===== src/rtl/errl_pkg.sv =====
`timescale 1ns / 1ps
`default_nettype none
// ----------------------------------------------------------------------------
// errl_pkg
// Shared types, codes and helpers of the entropy record/replay log.
// ----------------------------------------------------------------------------
package errl_pkg;

   localparam int LOG_DEPTH  = 4096;
   localparam int LOG_AW     = $clog2(LOG_DEPTH);
   localparam int CNT_W      = LOG_AW + 1;
   localparam int CSR_IDX_W  = 2;
   localparam int CSR_DATA_W = CNT_W;

   // item opcodes
   localparam logic [1:0] OP_DRAW  = 2'd0;
   localparam logic [1:0] OP_EPOCH = 2'd1;
   localparam logic [1:0] OP_LOAD  = 2'd2;
   localparam logic [1:0] OP_READ  = 2'd3;

   // entropy modes (the unused code behaves as off)
   localparam logic [1:0] EM_OFF    = 2'd0;
   localparam logic [1:0] EM_RECORD = 2'd1;
   localparam logic [1:0] EM_REPLAY = 2'd2;

   // result status
   localparam logic [1:0] STAT_OK        = 2'd0;
   localparam logic [1:0] STAT_SRC_ERR   = 2'd1;
   localparam logic [1:0] STAT_LOAD_FULL = 2'd2;

   // register indexes
   localparam logic [CSR_IDX_W-1:0] CSR_ENTROPY_MODE = 2'd0;
   localparam logic [CSR_IDX_W-1:0] CSR_CAPACITY     = 2'd1;

   typedef struct packed {
      logic [1:0]        mode;
      logic [7:0]        data_byte;
      logic              live_ok;
      logic [63:0]       epoch_value;
      logic [LOG_AW-1:0] entry_index;
      logic              last_byte;
   } errl_req_type;

   typedef struct packed {
      logic [7:0]       out_byte;
      logic [1:0]       status;
      logic [CNT_W-1:0] stored_count;
      logic [31:0]      overflow_total;
      logic [31:0]      underflow_total;
      logic [63:0]      epoch_out;
      logic             last_marker;
   } errl_rsp_type;

   typedef struct packed {
      logic [1:0]       entropy_mode;
      logic [CNT_W-1:0] capacity_limit;
   } errl_cfg_type;

   typedef struct packed {
      logic              en;
      logic [LOG_AW-1:0] addr;
      logic [7:0]        data;
   } errl_wr_type;

   function automatic logic [31:0] sat_inc(input logic [31:0] v);
      return (v == 32'hFFFF_FFFF) ? v : v + 32'd1;
   endfunction

endpackage
`default_nettype wire


===== src/rtl/errl_exec.sv =====
`timescale 1ns / 1ps
`default_nettype none
// ----------------------------------------------------------------------------
// errl_exec
// Log bookkeeping: counts, replay cursor, epoch, and the result of one item.
// ----------------------------------------------------------------------------
module errl_exec (
   input  wire logic                   clock,
   input  wire logic                   reset,
   input  wire errl_pkg::errl_cfg_type cfg,
   input  wire errl_pkg::errl_req_type item,
   input  wire logic                   commit,
   input  wire logic [7:0]             rd_data,
   output errl_pkg::errl_rsp_type      result,
   output errl_pkg::errl_wr_type       wr,
   output logic [errl_pkg::CNT_W-1:0]  cursor
);

   logic [errl_pkg::CNT_W-1:0] wcount_ff, wcount_in;
   logic [errl_pkg::CNT_W-1:0] cursor_ff, cursor_in;
   logic [31:0]                ovf_ff, ovf_in;
   logic [31:0]                udf_ff, udf_in;
   logic [63:0]                epoch_ff, epoch_in;
   logic                       load_open_ff, load_open_in;
   logic [errl_pkg::CNT_W-1:0] cap_eff;
   logic [errl_pkg::CNT_W-1:0] base_wc;
   logic [7:0]                 out_byte;
   logic [1:0]                 status;

   // clamp capacity into 1..LOG_DEPTH
   always_comb begin
      cap_eff = cfg.capacity_limit;
      if (cfg.capacity_limit == '0) begin
         cap_eff = errl_pkg::CNT_W'(1);
      end else if (cfg.capacity_limit > errl_pkg::CNT_W'(errl_pkg::LOG_DEPTH)) begin
         cap_eff = errl_pkg::CNT_W'(errl_pkg::LOG_DEPTH);
      end
   end

   always_comb begin
      wcount_in    = wcount_ff;
      cursor_in    = cursor_ff;
      ovf_in       = ovf_ff;
      udf_in       = udf_ff;
      epoch_in     = epoch_ff;
      load_open_in = 1'b0;
      out_byte     = 8'd0;
      status       = errl_pkg::STAT_OK;
      wr.en        = 1'b0;
      wr.addr      = wcount_ff[errl_pkg::LOG_AW-1:0];
      wr.data      = item.data_byte;
      base_wc      = load_open_ff ? wcount_ff : '0;
      unique case (item.mode)
         errl_pkg::OP_DRAW: begin
            if (cfg.entropy_mode == errl_pkg::EM_REPLAY) begin
               if (cursor_ff < wcount_ff) begin
                  out_byte  = rd_data;
                  cursor_in = cursor_ff + errl_pkg::CNT_W'(1);
               end else begin
                  udf_in = errl_pkg::sat_inc(udf_ff);
               end
            end else if (!item.live_ok) begin
               status = errl_pkg::STAT_SRC_ERR;
            end else begin
               out_byte = item.data_byte;
               if (cfg.entropy_mode == errl_pkg::EM_RECORD) begin
                  if (wcount_ff < cap_eff) begin
                     wr.en     = 1'b1;
                     wcount_in = wcount_ff + errl_pkg::CNT_W'(1);
                  end else begin
                     ovf_in = errl_pkg::sat_inc(ovf_ff);
                  end
               end
            end
         end
         errl_pkg::OP_EPOCH: begin
            epoch_in  = item.epoch_value;
            wcount_in = '0;
            cursor_in = '0;
            ovf_in    = 32'd0;
            udf_in    = 32'd0;
         end
         errl_pkg::OP_LOAD: begin
            // first byte of a load opens a fresh epoch
            if (!load_open_ff) begin
               epoch_in  = item.epoch_value;
               wcount_in = '0;
               cursor_in = '0;
               ovf_in    = 32'd0;
               udf_in    = 32'd0;
            end
            wr.addr = base_wc[errl_pkg::LOG_AW-1:0];
            if (base_wc < cap_eff) begin
               wr.en     = 1'b1;
               wcount_in = base_wc + errl_pkg::CNT_W'(1);
            end else begin
               status = errl_pkg::STAT_LOAD_FULL;
            end
            load_open_in = !item.last_byte;
         end
         errl_pkg::OP_READ: begin
            out_byte = rd_data;
         end
         default: begin
            out_byte = 8'd0;
         end
      endcase
      wr.en = wr.en & commit;
   end

   always_ff @(posedge clock) begin
      if (reset) begin
         wcount_ff    <= '0;
         cursor_ff    <= '0;
         ovf_ff       <= 32'd0;
         udf_ff       <= 32'd0;
         epoch_ff     <= 64'd0;
         load_open_ff <= 1'b0;
      end else if (commit) begin
         wcount_ff    <= wcount_in;
         cursor_ff    <= cursor_in;
         ovf_ff       <= ovf_in;
         udf_ff       <= udf_in;
         epoch_ff     <= epoch_in;
         load_open_ff <= load_open_in;
      end
   end

   assign result.out_byte        = out_byte;
   assign result.status          = status;
   assign result.stored_count    = wcount_in;
   assign result.overflow_total  = ovf_in;
   assign result.underflow_total = udf_in;
   assign result.epoch_out       = epoch_in;
   assign result.last_marker     = item.last_byte;
   assign cursor                 = cursor_ff;

endmodule
`default_nettype wire


===== config.mk =====
export PLATFORM = sky130hd
export DESIGN_NAME = errl_exec
export DESIGN_NICKNAME = d
export VERILOG_FILES = /design/src/rtl/errl_pkg.sv /design/src/rtl/errl_exec.sv
export SDC_FILE = /design/constraint.sdc
export NUM_CORES = 1
export LEC_CHECK = 0
export BUFFER_PORTS_ARGS = -buffer_cell sky130_fd_sc_hd__buf_2
export CAP_MARGIN = 5
export CORE_ASPECT_RATIO = 0.75
export CORE_MARGIN = 2
export CORE_UTILIZATION = 39
export CTS_CLUSTER_DIAMETER = 80
export DETAILED_ROUTE_END_ITERATION = 7
export PLACE_DENSITY = 0.62
export SLEW_MARGIN = 10
export SYNTH_ARGS = -nofsm -noshare
export SYNTH_HDL_FRONTEND = slang
export SYNTH_SLANG_ARGS = --single-unit

===== constraint.sdc =====
create_clock -name clock -period 12 [get_ports clock]
set_input_delay 3 -clock clock [delete_from_list [all_inputs] [get_ports clock]]
set_output_delay 3 -clock clock [all_outputs]
set_load 0.05 [all_outputs]

After elaboration in Yosys (flattened, before gate mapping)
Cells that the tools add are included.

storage, ports and cells
  bits in registers = 155
  latch bits = 0
  bits in writable memories = 0
  bits in read-only memories = 0
  bits of input ports = 114
  logic and storage cells = 74
  memories = 0

operators by class
  $add $sub $neg = 5
  $mul = 0
  divide/modulo/power cells = 0
  order comparisons = 4
  equality and inequality tests = 10
  shift-type cells = 0
  muxes and demuxes = 43
  bitwise logic cells = 1
  reduce and logical (&&, ||, !) cells = 5

operator list
  kind                   count
  $mux 32                10
  $pmux 32 s3            2
  $mux 13                11
  $pmux 64 s2            1
  $pmux 13 s3            2
  $add 32x1->32 const B  2
  $eq 32x32->1 const B   2
  $mux 64                1
  $add 13x1->13 const B  3
  $lt 13x13->1           3
  $mux 8                 3
  $pmux 8 s2             1
  $gt 13x13->1 const B   1
  $logic_not 13->1       1
  $mux 12                1
  $mux 1                 8
  $eq 2x2->1 const B     3
  $ne 2x2->1 const B     3
  $reduce_and 5->1       1
  $eq 2x1->1 const B     2
  $pmux 2 s2             1
  $reduce_bool 3->1      1
  $logic_not 2->1        1
  $mux 2                 1
  other kinds (3)        3

Depth between registers and ports, before layout
Gate-level depths: netlist (run 1).

  depth after elaboration = 10
  gate-level depth with buffers = 14

Least setup slack after synthesis (run 1)
Ideal clock, no wire load.

  path kind = input to output
  from = input port cfg[12] in the netlist's numbering
  to = output port result[106] in the netlist's numbering
  arrival = 6,604 ps
  slack = 2,396 ps
  cell stages on the path = 12
  buffers on the path = 4
  cells stage by stage = inv_1 clkbuf_1 nand2_1 ha_1 nand4_1 or3_1 buf_2 o21ai_2 buf_4 nand3_1 buf_2 o41ai_1

RTL lines
  what         RTL line         RTL
  from (decl)  errl_exec.sv:10  input wire errl_pkg::errl_cfg_type cfg,
  to (decl)    errl_exec.sv:14  output errl_pkg::errl_rsp_type result,

==> flow_metrics.py, run 1 <==
metrics = {
    "status": {
        "status": "completed",
    },
    "synth": {
        "netlist_area_um2": 11800,
        "synth_seq_cells": 155,
        "synth_common_cells": "dfxtp_1 (155), nor2_1 (155), nand2_1 (139)",
        "synth_xor_xnor_area_share_pct": 0.668,
        "synth_simple_gate_area_share_pct": 28.2,
        "syn_avg_cell_area_um2": 7.57,
        "netlist-cell-type-count": 90,
        "yosys_warnings": 0,
        "ys_seq_area_share_pct": 26.3,
        "synth_top_family_by_area": "simple AND/OR/NAND/NOR gates",
        "synth_edf_count": 0,
        "yosys-mux-area-fraction_pct": 6.03,
        "yosys.area_share.adder_pct": 4.88,
        "synthTopCellsByArea": "dfxtp_1 (26%), mux2i_1 (5.9%), a22o_1 (5.4%)",
        "async_flop_share_pct": 0,
        "synth_ff_type": "dfxtp_1",
        "syn-num-nets": 1719,
        "synth-compound-area-share_pct": 27.2,
        "synth_largest_area_cell": "dfxtp_1",
        "yosysTopAreaCellShare_pct": 26.3,
        "netlist_instances": 1559,
    },
    "power": {
        "p_sw_mw": 0.488,
        "swShare_pct": 35.2,
        "finalPower_mw": 1.39,
        "pwr-share-seq_pct": 38.2,
        "power_density_nw_per_um2": 99.7,
        "combPwrFrac_pct": 19.9,
        "peakVddDrop_v": 0.000103,
        "pwr-share-clk_pct": 41.9,
        "p_int_mw": 0.899,
        "p_leak_nw": 5.98,
    },
    "timing": {
        "slew_headroom_pct": 30.7,
        "fin_worst_skew_ns": 0.0178,
        "setup_viol": 0,
        "period_share_pct": 80.9,
        "rsz0062_at_grt": "false",
        "hold_violations": 0,
        "setup-tns-final_ns": 0,
        "max_freq_mhz": 103,
        "fin_ws_ns": 2.29,
        "final_max_slew_viol_count": 0,
        "tightest_slew_ns": 1.04,
        "finalCriticalPeriod_ns": 9.71,
    },
    "clock_network": {
        "cts-hold-fix-buffers": 0,
        "cts_buffer_depth": 2,
        "clk_latency_ns": 0.45,
        "cts_max_level": 4,
        "cts.clk_slew.worst_paths_ns": 0.07,
        "post_cts_resized": 0,
        "clock-sinks": 155,
        "cts-root-buf": "clkbuf_16",
        "post-cts-setup-buffers": 0,
        "cts_tree": "done",
        "cts_buffers": 17,
    },
    "worst_setup_path": {
        "startpoint_type": "primary input",
        "required_ns": 9.00,
        "cp_max_fo": 42,
        "endpoint_kind": "output port",
        "crit_type": "in2out",
        "reg2reg_slack_ns": 8.35,
        "worstPathArrival_ns": 6.71,
    },
    "place": {
        "gp_congestion": 0.942,
        "port_buffers": 287,
        "place_ws_ns": 2.40,
        "dp_hpwl_um": 29000,
        "placed_area_um2": 13300,
    },
    "grt": {
        "grt_pass1_vias": 11935,
        "grt_antenna_before_repair": 0,
        "gr-total-overflow": 0,
        "grt_usage_pct": 25.7,
        "grt_max_degree": 82,
        "grt_pass1_wl_um": 65600,
    },
    "layout": {
        "insertedDiodeCount": 0,
        "area_growth_syn_to_layout_pct": 17.9,
        "num-fill-cells": 3102,
        "drive_gt1_share_pct": 22.2,
        "design_area_um2": 13900,
        "fin_nets": 1901,
        "fin_util_pct": 46.4,
    },
    "die": {
        "core_um2": 30000,
        "fp.dieArea_um2": 31700,
        "rows": 55,
        "start_util_pct": 39.3,
        "ioPinCount": 300,
        "die_x_um": 205,
        "die_y_um": 155,
    },
    "routing": {
        "drt-total-wl_um": 41900,
        "drtIter0Drc": 1464,
        "antenna_left": 0,
        "wl_per_cell_um": 19.5,
        "num_vias": 13196,
        "via_per_inst": 6.13,
        "first_pass_iters": 5,
        "drc": 0,
    },
    "run": {
        "cap_violations": 0,
    },
    "worst_hold_path": {
        "holdCritPathClass": "reg2reg",
    },
}
-- logic make-up (layout without fill, tap and decap cells) --
group,after synthesis,in the layout
AOI/OAI and AO/OA,460,460
muxes,71,71
buffers and inverters,188,383
and+or+nand+nor,630,630
xor gates and xnor gates,9,9
DFF,155,155
adders and majority gates,46,46
-- area by class of cell --
| cell class | count | area, um2 | share of cell area, % |
|---|---|---|---|
| multi-input cells | 1216 | 7930 | 57.0 |
| clock inverters | 15 | 198 | 1.42 |
| inverters | 44 | 165 | 1.19 |
| flip-flops and latches | 155 | 3100 | 22.3 |
| repair buffers | 307 | 1590 | 11.4 |
| clock buffers | 17 | 425 | 3.06 |
| well taps | 399 | 499 | 3.59 |
-- worst max-delay path, stage by stage --
cell and delay [ns]:
buf_2 0.13, inv_1 0.09, ha_1 0.64, clkinv_1 0.59, nor2_4 0.82, buf_4 0.56, a21oi_1 0.13, a31oi_1 0.36
buf_2 0.35
-- power by group through the flow --
stage / clock, mW / sequential, mW / combinational (mW)
2_1_floorplan: 0 / 0.540 / 0.199
3_3_place_gp: 0 / 0.541 / 0.272
3_5_place_dp: 0 / 0.541 / 0.274
4_1_cts: 0.592 / 0.529 / 0.275
5_1_grt: 0.608 / 0.531 / 0.295
6_report: 0.581 / 0.530 / 0.277
-- path summary, 6_finish.rpt --
check,start,to,cells after the start
max,item[86],result[128],9
max reg2reg,load_open_ff,wcount_ff[1],9
min,epoch_ff[25],epoch_ff[25],2
min reg2reg,epoch_ff[25],epoch_ff[25],2
-- cell usage in the layout, fill, tap and decap left out, types with 26 or more instances in the layout --
master     n
a21oi_1   73
a22o_1    73
a31oi_1   54
and3_1    26
buf_2    285
dfxtp_1  155
ha_1      46
inv_1     40
mux2i_1   70
nand2_1  137
nand3_1   70
nand4_1   41
nor2_1   152
nor3_1    38
o21ai_0   90
or3_1     34
-- routing by layer --
metal	global-route usage, %	vias to the layer above	routed length, um	share of wire (%)
met1	36.4	6270	19200	46
met4	7.02	0	886	2.1
met2	38.9	587	18200	43
li1	-	6269	-	-
met3	5.92	70	3640	8.7
met5	0	-	0	0
-- registers in the layout, indices dropped and copies added (netlist names) --
name / cells
cursor: 13
epoch_ff: 64
load_open_ff: 1
ovf_ff: 32
udf_ff: 32
wcount_ff: 13
-- per-stage QoR --
stage	cells	hold WS, ns
detailed placement	2121	0.483
CTS	2153	0.501
finish	2153	0.497
floorplan	1559	0.461
global route	2153	0.527
global placement	2121	0.473
Note: power is estimated with default switching activity, not from simulation.
==> inputs of run 2 (changes only) <==
--- a/config.mk
+++ b/config.mk
@@ -12,7 +12,7 @@
 export CORE_UTILIZATION = 39
 export CTS_CLUSTER_DIAMETER = 80
 export DETAILED_ROUTE_END_ITERATION = 7
-export PLACE_DENSITY = 0.62
+export PLACE_DENSITY = 0.64
 export SLEW_MARGIN = 10
 export SYNTH_ARGS = -nofsm -noshare
 export SYNTH_HDL_FRONTEND = slang
==> constraint.sdc (replaced) <==
create_clock -name clock -period 8.54 [get_ports clock]
set_input_delay 2.135 -clock clock [delete_from_list [all_inputs] [get_ports clock]]
set_output_delay 2.135 -clock clock [all_outputs]
set_load 0.05 [all_outputs]
==> run 2 against run 1 <==
Sequential share of layout area is essentially flat. Clock power grew 38%. Largest cell class unchanged. Total power grew 40%. Critical path type unchanged.
==> flow_metrics.py, run 2 (same netlist as run 1, synthesis figures left out) <==
metrics = {
    "routing": {
        "drtIter0Drc": 1289,
        "wl_per_cell_um": 19.5,
        "via_per_inst": 6.14,
        "first_pass_iters": 5,
        "num_vias": 13235,
        "drt-total-wl_um": 42100,
        "drc": 0,
        "antenna_left": 0,
    },
    "clock_network": {
        "clock-sinks": 155,
        "post_cts_resized": 0,
        "cts-root-buf": "clkbuf_16",
        "cts-hold-fix-buffers": 0,
        "cts_buffer_depth": 2,
        "cts_tree": "done",
        "post-cts-setup-buffers": 0,
        "cts_buffers": 17,
        "cts_max_level": 4,
        "cts.clk_slew.worst_paths_ns": 0.07,
        "clk_latency_ns": 0.45,
    },
    "layout": {
        "largest_reg_flops": 64,
        "multi_input_area_um2": 7940,
        "drive_gt1_share_pct": 22.3,
        "largest-register": "epoch_ff",
        "final_cell_mix": "buf_2 (285), dfxtp_1 (155), nor2_1 (152), nand2_1 (137), o21ai_0 (90)",
        "area_growth_syn_to_layout_pct": 18.0,
        "num-fill-cells": 3093,
        "reg_top3": "epoch_ff (64), ovf_ff (32), udf_ff (32)",
        "insertedDiodeCount": 0,
        "fin_nets": 1902,
        "layout_commonest_cell": "buf_2",
        "final-seq-area_um2": 3100,
    },
    "grt": {
        "grtUsageMet2_pct": 39.3,
        "grt_most_used_layer": "met2",
        "grt_pass1_vias": 11957,
        "grt_use_met3_pct": 5.39,
        "grt_antenna_before_repair": 0,
        "grt_max_degree": 62,
        "gr-total-overflow": 0,
        "grt_pass1_wl_um": 66000,
        "gr-usage-met1_pct": 36.8,
        "grt_usage_pct": 25.9,
    },
    "power": {
        "power_density_nw_per_um2": 139,
        "finalPower_mw": 1.94,
        "p_leak_nw": 5.98,
        "peakVddDrop_v": 0.000144,
    },
    "worst_setup_path": {
        "worstPathArrival_ns": 5.69,
        "rr_startpoint": "load_open_ff",
        "reg2reg_slack_ns": 4.39,
        "required_ns": 6.41,
        "startpoint": "cfg[12]",
        "startpoint_type": "primary input",
        "cp_max_fo": 12,
        "crit_type": "in2out",
        "endpoint_kind": "output port",
    },
    "die": {
        "fp.dieArea_um2": 31700,
        "die_x_um": 205,
        "rows": 55,
        "ioPinCount": 300,
        "die_y_um": 155,
        "core_um2": 30000,
        "start_util_pct": 39.3,
    },
    "timing": {
        "max_freq_mhz": 128,
        "final_max_slew_viol_count": 0,
        "fin_worst_skew_ns": 0.0119,
        "hold_ws_ns": 0.497,
        "slew_headroom_pct": 17.4,
        "rsz0062_at_grt": "false",
        "finalCriticalPeriod_ns": 7.82,
        "period_share_pct": 91.6,
        "tightest_slew_ns": 1.24,
        "setup-tns-final_ns": 0,
        "setup_viol": 0,
        "hold_violations": 0,
    },
    "status": {
        "status": "completed",
    },
    "place": {
        "dp_hpwl_um": 29200,
        "gp_congestion": 0.965,
        "port_buffers": 287,
    },
    "run": {
        "cap_violations": 0,
    },
    "worst_hold_path": {
        "holdCritPathClass": "reg2reg",
        "min-delay-start": "epoch_ff[41]",
    },
}
## run 2: changes by cell type in the layout (fill, tap and decap cells not counted)
cell and change:
clkinv_4 +1, nor2_2 -1, buf_4 -1, clkinv_8 -4, clkinvlp_4 +2, inv_8 +5, nor2_4 +1, buf_12 +2
inv_6 -4
## run 2: stage by stage
| step | instance area, um2 | util [%] | setup slack, ns | std cells |
|---|---|---|---|---|
| 5_1_grt | 13900 | 46.4 | 0.642 | 2154 |
| 2_1_floorplan | 11800 | - | 0.666 | 1559 |
| 3_5_place_dp | 13300 | 44.4 | 0.979 | 2122 |
| 3_3_place_gp | 13300 | 44.4 | 1.02 | 2122 |
| 6_report | 13900 | 46.4 | 0.717 | 2154 |
| 4_1_cts | 13900 | 46.4 | 0.951 | 2154 |
## run 2: area by class of cell
cell class                      count  share of cell area (%)
Multi-Input combinational cell   1216                    57.0
Sequential cell                   155                    22.3
Timing Repair Buffer              308                    11.7
Tap cell                          399                    3.58
Clock buffer                       17                    3.05
Clock inverter                     15                    1.28
Inverter                           44                    1.19
## run 2: final timing paths
path | end | depth (start not counted)
min reg2reg | epoch_ff[41] | 2
max reg2reg | udf_ff[15] | 7
max | result[140] | 12
min | epoch_ff[41] | 2
## run 2: routing by layer
layer  share of wire (%)  wire length, um
met1                  45            19000
met3                 8.9             3730
met2                  44            18500
met4                 1.8              754
met5                   0                0
## run 2: critical path: stages
cell      delay [ns]
buf_2           0.12
inv_1           0.27
nand2_1         0.16
ha_1            0.37
a21oi_1         0.14
a31oi_1         0.14
nor3_2          0.62
nand3_1         0.32
nor4_1          0.34
a311oi_1        0.14
a211oi_1        0.54
buf_2           0.38
## run 2: power by group
group          internal [mW]  switching, mW
clock network          0.421          0.383
logic                  0.105          0.285
registers              0.735        0.00955
total                   1.26          0.678
==> inputs of run 3 (changes only) <==
--- a/config.mk
+++ b/config.mk
@@ -8,7 +8,7 @@
 export BUFFER_PORTS_ARGS = -buffer_cell sky130_fd_sc_hd__buf_2
 export CAP_MARGIN = 5
 export CORE_ASPECT_RATIO = 0.75
-export CORE_MARGIN = 2
+export CORE_MARGIN = 4
 export CORE_UTILIZATION = 39
 export CTS_CLUSTER_DIAMETER = 80
 export DETAILED_ROUTE_END_ITERATION = 7
==> run 3 against run 2 <==
Hold slack got worse by 0.0019 ns. Maximum frequency increased by 2.2%. Cell count decreased by 0.28%. Die area increased by 4.6%. Design area about the same. Clock-buffer cell count increased by 1.
==> flow_metrics.py, run 3 (same netlist as run 1, synthesis figures left out) <==
metrics = {
    "status": {
        "status": "completed",
    },
    "clock_network": {
        "clk_latency_ns": 0.44,
        "cts.clk_slew.worst_paths_ns": 0.06,
        "cts_tree": "done",
        "post-cts-setup-buffers": 0,
        "cts-hold-fix-buffers": 0,
        "cts_buffer_depth": 2,
        "cts-root-buf": "clkbuf_16",
        "post_cts_resized": 0,
        "cts_buffers": 17,
        "clock-sinks": 155,
        "cts_max_level": 4,
    },
    "worst_hold_path": {
        "holdCritPathClass": "reg2reg",
    },
    "power": {
        "peakVddDrop_v": 0.000128,
        "power_density_nw_per_um2": 139,
        "p_leak_nw": 5.99,
    },
    "layout": {
        "insertedDiodeCount": 0,
        "fin_nets": 1904,
        "final-seq-area_um2": 3100,
        "multi_input_area_um2": 7940,
        "final_cell_mix": "buf_2 (286), dfxtp_1 (155), nor2_1 (152), nand2_1 (137), o21ai_0 (90)",
        "reg_top3": "epoch_ff (64), ovf_ff (32), udf_ff (32)",
        "largest_reg_flops": 64,
        "drive_gt1_share_pct": 22.3,
        "largest-register": "epoch_ff",
        "num-fill-cells": 2960,
        "area_growth_syn_to_layout_pct": 18.0,
        "layout_commonest_cell": "buf_2",
    },
    "timing": {
        "final_max_slew_viol_count": 0,
        "setup-tns-final_ns": 0,
        "setup_viol": 0,
        "slew_headroom_pct": 28.3,
        "finalCriticalPeriod_ns": 7.66,
        "max_freq_mhz": 131,
        "period_share_pct": 89.7,
        "hold_violations": 0,
        "fin_worst_skew_ns": 0.0158,
        "rsz0062_at_grt": "false",
        "hold_ws_ns": 0.495,
        "tightest_slew_ns": 1.08,
    },
    "grt": {
        "grt_max_degree": 91,
        "grt_pass1_wl_um": 67000,
        "grt_pass1_vias": 12031,
        "grt_usage_pct": 24.8,
        "grt_antenna_before_repair": 0,
        "gr-total-overflow": 0,
    },
    "worst_setup_path": {
        "required_ns": 6.41,
        "path_cells": "buf_2, inv_1, nand2_1, ha_1, nand4_1, or3_1, inv_2, a21oi_2, nor4_2, nand4bb_1, o21ai_0, buf_2",
        "cp_slowest_cell": "nor4_2",
        "critPathTopFamily": "simple AND/OR/NAND/NOR gates",
        "crit_type": "in2out",
        "worstPathArrival_ns": 5.52,
        "endpoint_kind": "output port",
        "cp_max_fo": 12,
        "startpoint_type": "primary input",
        "cp_num_buf_inv": 4,
        "cpMostUsedCell": "buf_2",
        "max_stage_delay_ns": 0.73,
    },
    "routing": {
        "via_per_inst": 6.14,
        "drtIter0Drc": 1371,
        "wl_met3_um": 5040,
        "wl_met2_um": 18700,
        "top_layer_used": "met4",
        "drt-met1-wl_um": 18900,
        "first_pass_iters": 6,
        "drt-total-wl_um": 43400,
        "antenna_left": 0,
        "num_vias": 13188,
        "drc": 0,
        "wl_per_cell_um": 20.2,
    },
    "place": {
        "port_buffers": 287,
        "dp_hpwl_um": 30500,
        "gp_congestion": 0.940,
    },
    "run": {
        "cap_violations": 0,
    },
    "die": {
        "die_x_um": 209,
        "die_y_um": 159,
        "start_util_pct": 40.1,
        "ioPinCount": 300,
        "fp.dieArea_um2": 33100,
        "rows": 54,
        "core_um2": 29500,
    },
}
## run 3: cell types whose count changed in the layout (fill, tap and decap cells not counted)
cell and delta:
inv_6 +5, inv_8 -4, clkinvlp_4 -2, buf_12 +1
buf_2 +1, clkbuf_8 +1, clkinv_8 -1
## run 3: worst paths after layout
path              depth (start not counted)          from            to  slack (ns)
setup / recovery                         12       cfg[12]   result[114]        0.88
hold / removal                            2  epoch_ff[44]  epoch_ff[44]        0.50
setup reg to reg                          8  wcount_ff[7]     udf_ff[1]        4.74
hold reg to reg                           2  epoch_ff[44]  epoch_ff[44]        0.50
## run 3: cell type report
cell class	count	area share (%)
repair buffers	310	11.8
clock buffers	18	3.15
multi-input cells	1216	57.0
inverters	44	1.19
well taps	392	3.52
clock inverters	13	1.04
flip-flops and latches	155	22.3
## run 3: report_power, final
part / internal, mW / switching, mW
clock network: 0.423 / 0.368
registers: 0.735 / 0.00937
logic: 0.106 / 0.289
## run 3: per-layer routing
metal  GRT usage, %  up-vias
li1               -     6259
met1           34.5     6188
met2           38.1      685
met3           7.48       56
met4           5.75        0
met5              0        -
## run 3: per-stage QoR
step	area, um2	setup WS [ns]	util (%)	total power [mW]	instances
after detailed placement	13300	0.956	45.3	1.15	2117
after CTS	13900	0.959	47.3	1.94	2148
after floorplan	11800	0.666	-	1.04	1559
after global placement	13300	0.966	45.3	1.15	2117
after global routing	13900	0.637	47.3	2.00	2148
final	13900	0.882	47.3	1.93	2148
## run 3: worst min-delay path, cell delays in order, from the launching register on
cell and delay (ns):
dfxtp_1 0.33, mux2i_1 0.07, nor2_1 0.07
